<file path="src/rtl/dms_pkg.sv">
// dms_pkg: shared types, codes and constants of the device mode supervisor.
// Used by every file under rtl/; depends on nothing.

package dms_pkg;

    localparam int unsigned SEC_W    = 23;
    localparam int unsigned TIME_W   = 32;
    localparam int unsigned MSLIM_W  = 33;
    localparam int unsigned MV_W     = 16;
    localparam int unsigned CNT_W    = 16;
    localparam int unsigned CFG_IDX_W = 3;
    localparam int unsigned CFG_DATA_W = 32;

    localparam logic [TIME_W-1:0] MS_PER_S = 32'd1000;

    localparam logic [TIME_W-1:0] NO_NET_TIMEOUT_MS_DEF = 32'd120000;
    localparam logic [TIME_W-1:0] NO_NET_SLEEP_S_DEF    = 32'd3600;

    // request types
    localparam logic [2:0] REQ_POLL     = 3'd0;
    localparam logic [2:0] REQ_ACTIVITY = 3'd1;
    localparam logic [2:0] REQ_LINK_DN  = 3'd2;
    localparam logic [2:0] REQ_LINK_UP  = 3'd3;
    localparam logic [2:0] REQ_AGG_PUB  = 3'd4;
    localparam logic [2:0] REQ_COMMAND  = 3'd5;

    // server commands
    localparam logic [3:0] CMD_NUDGE     = 4'd0;
    localparam logic [3:0] CMD_KEEP      = 4'd1;
    localparam logic [3:0] CMD_START     = 4'd2;
    localparam logic [3:0] CMD_STOP      = 4'd3;
    localparam logic [3:0] CMD_GETCONFIG = 4'd4;
    localparam logic [3:0] CMD_HIBERNATE = 4'd5;
    localparam logic [3:0] CMD_BATRESET  = 4'd6;
    localparam logic [3:0] CMD_FACTORY   = 4'd7;

    // modes
    localparam logic [1:0] MODE_AWARE       = 2'd0;
    localparam logic [1:0] MODE_SAMPLING    = 2'd1;
    localparam logic [1:0] MODE_HIBERNATING = 2'd2;

    // sleep reasons
    localparam logic [1:0] RSN_INACTIVITY = 2'd0;
    localparam logic [1:0] RSN_FORCED     = 2'd1;
    localparam logic [1:0] RSN_EMERGENCY  = 2'd2;
    localparam logic [1:0] RSN_NO_NET     = 2'd3;

    // side requests
    localparam logic [2:0] SIDE_NONE     = 3'd0;
    localparam logic [2:0] SIDE_SESSION  = 3'd1;
    localparam logic [2:0] SIDE_PUB_CFG  = 3'd2;
    localparam logic [2:0] SIDE_BAT_RST  = 3'd3;
    localparam logic [2:0] SIDE_FACTORY  = 3'd4;

    // configuration register indexes
    localparam logic [CFG_IDX_W-1:0] CFG_AWARE_TIMEOUT = 3'd0;
    localparam logic [CFG_IDX_W-1:0] CFG_STATUS_IVL    = 3'd1;
    localparam logic [CFG_IDX_W-1:0] CFG_MAX_UNACKED   = 3'd2;
    localparam logic [CFG_IDX_W-1:0] CFG_DEFAULT_SLEEP = 3'd3;
    localparam logic [CFG_IDX_W-1:0] CFG_MAX_FORCED    = 3'd4;
    localparam logic [CFG_IDX_W-1:0] CFG_LOW_BATT      = 3'd5;
    localparam logic [CFG_IDX_W-1:0] CFG_EMERG_DELAY   = 3'd6;
    localparam logic [CFG_IDX_W-1:0] CFG_EMERG_SLEEP   = 3'd7;

    // register reset values
    localparam logic [SEC_W-1:0]  RST_AWARE_TIMEOUT_S = 23'd300;
    localparam logic [SEC_W-1:0]  RST_STATUS_IVL_S    = 23'd60;
    localparam logic [CNT_W-1:0]  RST_MAX_UNACKED     = 16'd3;
    localparam logic [TIME_W-1:0] RST_DEFAULT_SLEEP_S = 32'd3600;
    localparam logic [TIME_W-1:0] RST_MAX_FORCED_S    = 32'd86400;
    localparam logic [MV_W-1:0]   RST_LOW_BATT_MV     = 16'd3300;
    localparam logic [SEC_W-1:0]  RST_EMERG_DELAY_S   = 23'd60;
    localparam logic [TIME_W-1:0] RST_EMERG_SLEEP_S   = 32'd7200;

    typedef struct packed {
        logic [2:0]        req_type;
        logic [TIME_W-1:0] now_ms;
        logic [3:0]        cmd_code;
        logic [TIME_W-1:0] cmd_sleep_s;
        logic [MV_W-1:0]   battery_mv;
    } in_beat_t;

    typedef struct packed {
        logic [1:0]        mode;
        logic              mode_entered;
        logic [1:0]        prior_mode;
        logic              status_report;
        logic              low_battery_alert;
        logic              sleep_request;
        logic [TIME_W-1:0] sleep_seconds;
        logic [1:0]        sleep_reason;
        logic [2:0]        side_request;
    } out_beat_t;

    // Configuration as the core sees it: timer second counts already scaled to ms, sleep times in s.
    typedef struct packed {
        logic [MSLIM_W-1:0] aware_timeout_ms;
        logic [MSLIM_W-1:0] status_ivl_ms;
        logic [TIME_W-1:0]  emerg_delay_ms;   // wrapped, only added to now
        logic [CNT_W-1:0]   unacked_limit;    // zero already mapped to one
        logic [TIME_W-1:0]  idle_sleep_s;
        logic [TIME_W-1:0]  max_forced_s;
        logic [MV_W-1:0]    low_batt_mv;
        logic [TIME_W-1:0]  emerg_sleep_s;
    } cfg_t;

    function automatic logic [MSLIM_W-1:0] ms_of(input logic [SEC_W-1:0] s);
        ms_of = {{(MSLIM_W-SEC_W){1'b0}}, s} * MSLIM_W'(MS_PER_S);
    endfunction

endpackage

</file>
<file path="src/rtl/device_mode_supervisor_top.sv">
// device_mode_supervisor_top: top level of the device mode supervisor.
// Depends on dms_pkg, dms_cfg and dms_core.
//
// Usage:
//  - Input channel s_valid/s_ready/s_data carries one request beat: a poll
//    with battery sample, an activity/link/aggregate event or a decoded
//    server command, each stamped with now_ms since boot.
//  - Result channel m_valid/m_ready/m_data returns exactly one beat per
//    request: mode, entry flags, status/alert flags, sleep request and a
//    side request.
//  - Config port cfg_wr_en/cfg_addr/cfg_wdata writes one register per cycle,
//    no wait states; write only while no request is in flight.
//  - Result path: an accepted beat is held in the input register, then the
//    update logic forms its result into the result register that drives m_data.
//  - Throughput: one beat per cycle while m_ready holds; the mode state is
//    updated in the single pass that forms the result, so beats chain directly.
//  - Receiver stall: the result register holds its beat; the input register
//    takes one more beat, then s_ready drops until m_ready returns.
//  - Reset (aresetn low, synchronous): both channels empty, mode aware,
//    timers, counters and flags cleared, registers at their defaults.

module device_mode_supervisor_top #(
    parameter logic [dms_pkg::TIME_W-1:0] NO_NET_TIMEOUT_MS = dms_pkg::NO_NET_TIMEOUT_MS_DEF,
    parameter logic [dms_pkg::TIME_W-1:0] NO_NET_SLEEP_S    = dms_pkg::NO_NET_SLEEP_S_DEF
) (
    input  logic                           aclk,
    input  logic                           aresetn,
    input  logic                           cfg_wr_en,
    input  logic [dms_pkg::CFG_IDX_W-1:0]  cfg_addr,
    input  logic [dms_pkg::CFG_DATA_W-1:0] cfg_wdata,
    input  logic                           s_valid,
    output logic                           s_ready,
    input  dms_pkg::in_beat_t              s_data,
    output logic                           m_valid,
    input  logic                           m_ready,
    output dms_pkg::out_beat_t             m_data
);

    // Second-valued timer registers are kept pre-scaled to ms; sleep times stay in s.
    dms_pkg::cfg_t cfg;

    dms_cfg u_cfg (
        .aclk      (aclk),
        .aresetn   (aresetn),
        .cfg_wr_en (cfg_wr_en),
        .cfg_addr  (cfg_addr),
        .cfg_wdata (cfg_wdata),
        .cfg       (cfg)
    );

    // Request pipeline and supervisor state.
    dms_core #(
        .NO_NET_TIMEOUT_MS (NO_NET_TIMEOUT_MS),
        .NO_NET_SLEEP_S    (NO_NET_SLEEP_S)
    ) u_core (
        .aclk    (aclk),
        .aresetn (aresetn),
        .cfg     (cfg),
        .s_valid (s_valid),
        .s_ready (s_ready),
        .s_data  (s_data),
        .m_valid (m_valid),
        .m_ready (m_ready),
        .m_data  (m_data)
    );

endmodule

</file>
<file path="src/rtl/dms_cfg.sv">
// dms_cfg: configuration registers, timer values scaled to milliseconds at write time.
// Depends on dms_pkg.

module dms_cfg (
    input  logic                              aclk,
    input  logic                              aresetn,
    input  logic                              cfg_wr_en,
    input  logic [dms_pkg::CFG_IDX_W-1:0]     cfg_addr,
    input  logic [dms_pkg::CFG_DATA_W-1:0]    cfg_wdata,
    output dms_pkg::cfg_t                     cfg
);

    dms_pkg::cfg_t cfg_reg, cfg_next;

    always_comb begin
        cfg_next = cfg_reg;
        if (cfg_wr_en) begin
            case (cfg_addr)
                dms_pkg::CFG_AWARE_TIMEOUT: begin
                    cfg_next.aware_timeout_ms =
                        dms_pkg::ms_of(cfg_wdata[dms_pkg::SEC_W-1:0]);
                end
                dms_pkg::CFG_STATUS_IVL: begin
                    cfg_next.status_ivl_ms =
                        dms_pkg::ms_of(cfg_wdata[dms_pkg::SEC_W-1:0]);
                end
                dms_pkg::CFG_MAX_UNACKED: begin
                    cfg_next.unacked_limit = (cfg_wdata[dms_pkg::CNT_W-1:0] == '0) ?
                        dms_pkg::CNT_W'(1) : cfg_wdata[dms_pkg::CNT_W-1:0];
                end
                dms_pkg::CFG_DEFAULT_SLEEP: cfg_next.idle_sleep_s = cfg_wdata;
                dms_pkg::CFG_MAX_FORCED:    cfg_next.max_forced_s = cfg_wdata;
                dms_pkg::CFG_LOW_BATT: begin
                    cfg_next.low_batt_mv = cfg_wdata[dms_pkg::MV_W-1:0];
                end
                dms_pkg::CFG_EMERG_DELAY: begin
                    cfg_next.emerg_delay_ms = dms_pkg::TIME_W'(
                        dms_pkg::ms_of(cfg_wdata[dms_pkg::SEC_W-1:0]));
                end
                dms_pkg::CFG_EMERG_SLEEP:   cfg_next.emerg_sleep_s = cfg_wdata;
                default: ;
            endcase
        end
    end

    always_ff @(posedge aclk) begin
        if (!aresetn) begin
            cfg_reg.aware_timeout_ms <= dms_pkg::ms_of(dms_pkg::RST_AWARE_TIMEOUT_S);
            cfg_reg.status_ivl_ms    <= dms_pkg::ms_of(dms_pkg::RST_STATUS_IVL_S);
            cfg_reg.emerg_delay_ms   <= dms_pkg::TIME_W'(
                dms_pkg::ms_of(dms_pkg::RST_EMERG_DELAY_S));
            cfg_reg.unacked_limit    <= dms_pkg::RST_MAX_UNACKED;
            cfg_reg.idle_sleep_s     <= dms_pkg::RST_DEFAULT_SLEEP_S;
            cfg_reg.max_forced_s     <= dms_pkg::RST_MAX_FORCED_S;
            cfg_reg.low_batt_mv      <= dms_pkg::RST_LOW_BATT_MV;
            cfg_reg.emerg_sleep_s    <= dms_pkg::RST_EMERG_SLEEP_S;
        end else begin
            cfg_reg <= cfg_next;
        end
    end

    assign cfg = cfg_reg;

endmodule

</file>
<file path="src/rtl/dms_core.sv">
// dms_core: input register, single-pass mode update and result register.
// Depends on dms_pkg; configuration comes from dms_cfg.

module dms_core #(
    parameter logic [dms_pkg::TIME_W-1:0] NO_NET_TIMEOUT_MS = dms_pkg::NO_NET_TIMEOUT_MS_DEF,
    parameter logic [dms_pkg::TIME_W-1:0] NO_NET_SLEEP_S    = dms_pkg::NO_NET_SLEEP_S_DEF
) (
    input  logic                aclk,
    input  logic                aresetn,
    input  dms_pkg::cfg_t       cfg,
    input  logic                s_valid,
    output logic                s_ready,
    input  dms_pkg::in_beat_t   s_data,
    output logic                m_valid,
    input  logic                m_ready,
    output dms_pkg::out_beat_t  m_data
);

    localparam int unsigned TW = dms_pkg::TIME_W;
    localparam int unsigned CW = dms_pkg::CNT_W;

    // pipeline registers
    dms_pkg::in_beat_t  in_reg;
    logic               in_valid_reg, in_valid_next;
    dms_pkg::out_beat_t out_reg;
    logic               out_valid_reg, out_valid_next;

    // supervisor state
    logic [1:0]    cur_mode_reg, cur_mode_next;
    logic [TW-1:0] last_act_reg, last_act_next;
    logic [TW-1:0] last_stat_reg, last_stat_next;
    logic [CW-1:0] unacked_reg, unacked_next;
    logic          armed_reg, armed_next;
    logic [TW-1:0] emerg_at_reg, emerg_at_next;
    logic          link_up_reg, link_up_next;
    logic          no_net_reg, no_net_next;

    dms_pkg::out_beat_t res;
    logic               out_free, in_fire, s_take;
    logic               awake;
    logic [TW-1:0]      now, stat_diff, act_diff, sleep_cmd;

    assign out_free = !out_valid_reg || m_ready;
    assign in_fire  = in_valid_reg && out_free;
    assign s_ready  = !in_valid_reg || out_free;
    assign s_take   = s_valid && s_ready;
    assign now      = in_reg.now_ms;

    always_comb begin
        cur_mode_next  = cur_mode_reg;
        last_act_next  = last_act_reg;
        last_stat_next = last_stat_reg;
        unacked_next   = unacked_reg;
        armed_next     = armed_reg;
        emerg_at_next  = emerg_at_reg;
        link_up_next   = link_up_reg;
        no_net_next    = no_net_reg;
        res            = '0;
        res.prior_mode = cur_mode_reg;
        awake          = 1'b0;
        stat_diff      = now - last_stat_reg;
        act_diff       = '0;
        sleep_cmd      = '0;

        case (in_reg.req_type)
            dms_pkg::REQ_POLL: begin
                // no-network check uses time since boot
                if (!no_net_reg && cur_mode_reg != dms_pkg::MODE_HIBERNATING &&
                    !link_up_reg && now > NO_NET_TIMEOUT_MS) begin
                    no_net_next        = 1'b1;
                    res.sleep_request  = 1'b1;
                    res.sleep_seconds  = NO_NET_SLEEP_S;
                    res.sleep_reason   = dms_pkg::RSN_NO_NET;
                    res.mode_entered   = 1'b1;
                    res.prior_mode     = cur_mode_next;
                    cur_mode_next      = dms_pkg::MODE_HIBERNATING;
                    last_act_next      = now;
                end

                awake = cur_mode_next == dms_pkg::MODE_AWARE ||
                        cur_mode_next == dms_pkg::MODE_SAMPLING;
                if (awake && (last_stat_reg == '0 ||
                              {1'b0, stat_diff} > cfg.status_ivl_ms)) begin
                    res.status_report = 1'b1;
                    last_stat_next    = now;
                    if (in_reg.battery_mv < cfg.low_batt_mv) begin
                        if (!armed_reg) begin
                            armed_next            = 1'b1;
                            emerg_at_next         = now + cfg.emerg_delay_ms;
                            res.low_battery_alert = 1'b1;
                        end
                    end else begin
                        armed_next = 1'b0;
                    end
                end

                act_diff = now - last_act_next;
                if (armed_next && now >= emerg_at_next) begin
                    res.sleep_request = 1'b1;
                    res.sleep_seconds = cfg.emerg_sleep_s;
                    res.sleep_reason  = dms_pkg::RSN_EMERGENCY;
                    res.mode_entered  = 1'b1;
                    res.prior_mode    = cur_mode_next;
                    cur_mode_next     = dms_pkg::MODE_HIBERNATING;
                    last_act_next     = now;
                end else if (awake && {1'b0, act_diff} > cfg.aware_timeout_ms) begin
                    res.sleep_request = 1'b1;
                    res.sleep_seconds = cfg.idle_sleep_s;
                    res.sleep_reason  = dms_pkg::RSN_INACTIVITY;
                    res.mode_entered  = 1'b1;
                    res.prior_mode    = cur_mode_next;
                    cur_mode_next     = dms_pkg::MODE_HIBERNATING;
                    last_act_next     = now;
                end else if (cur_mode_next == dms_pkg::MODE_SAMPLING &&
                             unacked_reg >= cfg.unacked_limit) begin
                    res.mode_entered = 1'b1;
                    res.prior_mode   = cur_mode_next;
                    cur_mode_next    = dms_pkg::MODE_AWARE;
                    last_act_next    = now;
                    unacked_next     = '0;
                end
            end
            dms_pkg::REQ_ACTIVITY: last_act_next = now;
            dms_pkg::REQ_LINK_DN: begin
                last_act_next = now;
                link_up_next  = 1'b0;
            end
            dms_pkg::REQ_LINK_UP: begin
                last_act_next = now;
                link_up_next  = 1'b1;
            end
            dms_pkg::REQ_AGG_PUB: begin
                last_act_next = now;
                if (cur_mode_reg == dms_pkg::MODE_SAMPLING && unacked_reg != '1) begin
                    unacked_next = unacked_reg + CW'(1);
                end
            end
            dms_pkg::REQ_COMMAND: begin
                last_act_next = now;
                case (in_reg.cmd_code)
                    dms_pkg::CMD_KEEP: unacked_next = '0;
                    dms_pkg::CMD_START: begin
                        res.side_request = dms_pkg::SIDE_SESSION;
                        res.mode_entered = 1'b1;
                        cur_mode_next    = dms_pkg::MODE_SAMPLING;
                        unacked_next     = '0;
                    end
                    dms_pkg::CMD_STOP: begin
                        res.mode_entered = 1'b1;
                        cur_mode_next    = dms_pkg::MODE_AWARE;
                        unacked_next     = '0;
                    end
                    dms_pkg::CMD_GETCONFIG: res.side_request = dms_pkg::SIDE_PUB_CFG;
                    dms_pkg::CMD_HIBERNATE: begin
                        sleep_cmd = (in_reg.cmd_sleep_s == '0) ?
                                    cfg.idle_sleep_s : in_reg.cmd_sleep_s;
                        if (sleep_cmd > cfg.max_forced_s) begin
                            sleep_cmd = cfg.max_forced_s;
                        end
                        res.sleep_request = 1'b1;
                        res.sleep_seconds = sleep_cmd;
                        res.sleep_reason  = dms_pkg::RSN_FORCED;
                        res.mode_entered  = 1'b1;
                        cur_mode_next     = dms_pkg::MODE_HIBERNATING;
                    end
                    dms_pkg::CMD_BATRESET: res.side_request = dms_pkg::SIDE_BAT_RST;
                    dms_pkg::CMD_FACTORY:  res.side_request = dms_pkg::SIDE_FACTORY;
                    default: ;   // nudge and unknown codes: activity only
                endcase
            end
            default: ;   // undefined request types leave everything alone
        endcase

        res.mode = cur_mode_next;
        if (!res.mode_entered) begin
            res.prior_mode = cur_mode_next;
        end
    end

    always_comb begin
        in_valid_next = in_valid_reg;
        if (s_take) begin
            in_valid_next = 1'b1;
        end else if (in_fire) begin
            in_valid_next = 1'b0;
        end
        out_valid_next = out_valid_reg;
        if (in_fire) begin
            out_valid_next = 1'b1;
        end else if (m_ready) begin
            out_valid_next = 1'b0;
        end
    end

    always_ff @(posedge aclk) begin
        if (!aresetn) begin
            in_valid_reg  <= 1'b0;
            out_valid_reg <= 1'b0;
            cur_mode_reg  <= dms_pkg::MODE_AWARE;
            last_act_reg  <= '0;
            last_stat_reg <= '0;
            unacked_reg   <= '0;
            armed_reg     <= 1'b0;
            emerg_at_reg  <= '0;
            link_up_reg   <= 1'b0;
            no_net_reg    <= 1'b0;
        end else begin
            in_valid_reg  <= in_valid_next;
            out_valid_reg <= out_valid_next;
            if (in_fire) begin
                cur_mode_reg  <= cur_mode_next;
                last_act_reg  <= last_act_next;
                last_stat_reg <= last_stat_next;
                unacked_reg   <= unacked_next;
                armed_reg     <= armed_next;
                emerg_at_reg  <= emerg_at_next;
                link_up_reg   <= link_up_next;
                no_net_reg    <= no_net_next;
            end
        end
    end

    always_ff @(posedge aclk) begin
        if (s_take) begin
            in_reg <= s_data;
        end
        if (in_fire) begin
            out_reg <= res;
        end
    end

    assign m_valid = out_valid_reg;
    assign m_data  = out_reg;

endmodule

</file>
<file path="config.mk">
export PLATFORM = sky130hd
export DESIGN_NAME = device_mode_supervisor_top
export DESIGN_NICKNAME = d
export VERILOG_FILES = /design/src/rtl/dms_pkg.sv /design/src/rtl/device_mode_supervisor_top.sv /design/src/rtl/dms_cfg.sv /design/src/rtl/dms_core.sv
export SDC_FILE = /design/constraint.sdc
export NUM_CORES = 2
export LEC_CHECK = 0
export ABC_AREA = 1
export BUFFER_PORTS_ARGS = -buffer_cell sky130_fd_sc_hd__buf_2
export CORE_UTILIZATION = 35
export CTS_CLUSTER_DIAMETER = 100
export CTS_CLUSTER_SIZE = 16
export DETAILED_ROUTE_END_ITERATION = 8
export HOLD_SLACK_MARGIN = 0.1
export PLACE_DENSITY = 0.55
export SLEW_MARGIN = 20
export SYNTH_ARGS = -nofsm -noshare
export SYNTH_HDL_FRONTEND = slang
export SYNTH_HIERARCHICAL = 1
export SYNTH_SLANG_ARGS = --single-unit
</file>
<file path="constraint.sdc">
create_clock -name aclk -period 5.6 [get_ports aclk]
set_clock_uncertainty 0.15 [all_clocks]
set_input_delay 1.12 -clock aclk [delete_from_list [all_inputs] [get_ports aclk]]
set_output_delay 1.12 -clock aclk [all_outputs]
set_load 0.01 [all_outputs]
</file>
==> run summary <==
Core area: 93200 sq um
Die Ht: 309 um
Post-route setup slack: -0.711 ns
Startpoint Class: flop
Post-synth top area cell: dfxtp_1
Seq cells post-synth: 468
Syn Area/Cell: 7.38 sq um
RSZ-0062 raised after global routing: yes
CTS max path bufs: 3
Vias per Instance: 5.01
Critical Path Fanout Max: 8
GPL Wtd Cong: 0.924
Die Width: 309 um
Yosys warns: 6
Routed len/inst: 18.2 um
Max-cap viol count: 0
Worst path slowest cell: edfxtp_1
Initial DRC count: 2422
Post-DP HPWL: 86.4 mm
Ports: 174
Top cell type's share of synthesized area: 20.4%
Total power: 0.0138 W
Number of remaining DRC errors: 0
CP arrival: 6.63 ns
CP max stage delay: 0.42 ns
Synth Flop Type: dfxtp_1
Antenna violations before repair: 6
Die area: 95300 sq um
Worst hold path type: flop to flop
Lkg Pwr: 19.9 nW
Slew Limit Fails: 0
Pwr Density: 333 nW/um^2
Global route overflow: 0
Design Area, Final: 41400 sq um
Max reg flops: 217
Area growth from synthesis to layout: 25.7%
Final Hold Viols: 0
Final wirelength: 115 mm
Tot GR Track Use: 23.6%
Peak VDD IR: 0.406 mV
Failing checks: negative setup slack
Root buf cell: clkbuf_16
Tcrit/Tclk final: 113%
Post-synth EDFFs: 132
CP most frequent cell: nand2_1
Pre-antenna DRT Iters: 5
CTS tree: built
FFs w/ async S/R, synth: 0%
TritonCTS Buffers: 40
Fill cells: 9505
Cell Area, Synth: 32900 sq um
Max Freq: 0.158 GHz
CP top delay family: simple AND/OR/NAND/NOR gates
Vias: 31800
Relative slew slack: 27.2%
Initial core utilization: 35.3%
Synth top area cells: dfxtp_1 20%, ha_1 12%, edfxtp_1 12%
Final std cells w/o fill: 6339
FP Rows: 112
Vias in the first global route: 29500
CTS clk-pin slew, worst paths: 0.08 ns
Status: finished, violations left
First-pass GRT wire length: 173 mm
Layout Nets: 5593
Final core utilization: 44.4%
Final setup vio count: 90
Period minus WS final: 6.31 ns
Maximum level of the CTS H-tree: 2
WP data required: 5.92 ns
Largest net degree at the start of global routing: 112
Crit path buf inv count: 8
CTS Sinks: 468
Commonest non-fill, non-tap cell in the layout: nand2_1
Placed inst area: 38600 sq um
Final antenna-violating net count: 0
I/O Buffers: 173
Layout cells sized above 1: 18.6%
Placed Cells: 6213
CP Class: flop to flop
Sequential element share of the synthesized area: 32.5%
Slew @ Worst Pin: 1.09 ns
Commonest cells after routing, fill and taps aside: 874 x nand2_1, 708 x inv_1, 473 x buf_4
Distinct cells, synth: 57
Cells after Synth: 4458
Setup crit end kind: flop
Clk_lat worst skew: 0.64 ns
-- final timing paths --
path / start / end / slack, ns / depth (start not counted)
max: u_core/now[14] / u_core/last_act_reg[6] / -0.71 / 40
min: u_core/last_act_reg[23] / u_core/last_act_reg[23] / 0.32 / 2
max reg2reg: u_core/now[14] / u_core/last_act_reg[6] / -0.71 / 40
min reg2reg: u_core/last_act_reg[23] / u_core/last_act_reg[23] / 0.32 / 2
-- cells in the mapped netlist, drive strengths merged (61+ instances only) --
| cell | count |
|---|---|
| nand4 | 119 |
| edfxtp | 132 |
| ha | 328 |
| a21oi | 407 |
| xor2 | 61 |
| fa | 85 |
| nand3 | 210 |
| inv | 725 |
| clkbuf | 102 |
| o211ai | 81 |
| dfxtp | 336 |
| o21ai | 327 |
| nand2 | 907 |
| nor2 | 374 |
-- kinds of logic after synthesis --
kind of cell	Yosys count	synth area share, %
flip-flops	468	32.5
XOR/XNOR	100	2.68
adder cells (fa/ha/maj)	413	17.6
AND/OR/NAND/NOR	1689	21.7
multiplexers	5	0.152
buffers and inverters	886	10.4
other	1	0.0114
AO/OA/AOI/OAI	896	14.9
-- worst min-delay path, cell delays in order, from the launching register on --
cell and delay [ns]:
dfxtp_1 0.31, nand2_1 0.06, a21oi_1 0.05
-- what timing repair did --
item	4_1_cts	5_1_grt
gates resized for setup	129	72
cloned	6	9
setup buffers	27	10
pin swaps	49	30
setup endpoints to repair	90	90
hold buffers	0	0
-- cell type report --
class / count / area, sq um / area share (%)
clock inverters: 12 / 203 / 0.490
flip-flops and latches: 468 / 10700 / 25.8
multi-input cells: 3112 / 19600 / 47.4
well taps: 1254 / 1570 / 3.79
inverters: 729 / 2760 / 6.67
diodes: 2 / 5.00 / 0.0121
repair buffers: 702 / 5420 / 13.1
clock buffers: 60 / 1110 / 2.68
-- through the flow --
stage	setup WS, ns	hold slack, ns	setup TNS, ns
after floorplan	-0.0104	0.279	-0.294
after detailed placement	-1.27	0.303	-105.21
final	-0.711	0.316	-58.49
after global routing	-1.02	0.327	-87.72
after global placement	-1.23	0.289	-101.81
after CTS	-0.509	0.315	-41.10
-- power breakdown --
group	switching [W]	internal (W)	total (W)	leakage, nW
combinational	0.00428	0.00281	0.00708	15.2
clock	0.00151	0.00148	0.00298	0.626
sequential	0.0000910	0.00363	0.00372	4.01
-- routing by layer --
metal | track usage (%) | vias up | part of all wire [%]
met2 | 39.7 | 877 | 47
met4 | 5.95 | 2 | 2.6
li1 | - | 15900 | -
met5 | 0 | - | 0.012
met1 | 32.0 | 14900 | 45
met3 | 2.96 | 147 | 5.8
Note: power is estimated with default switching activity, not from simulation.
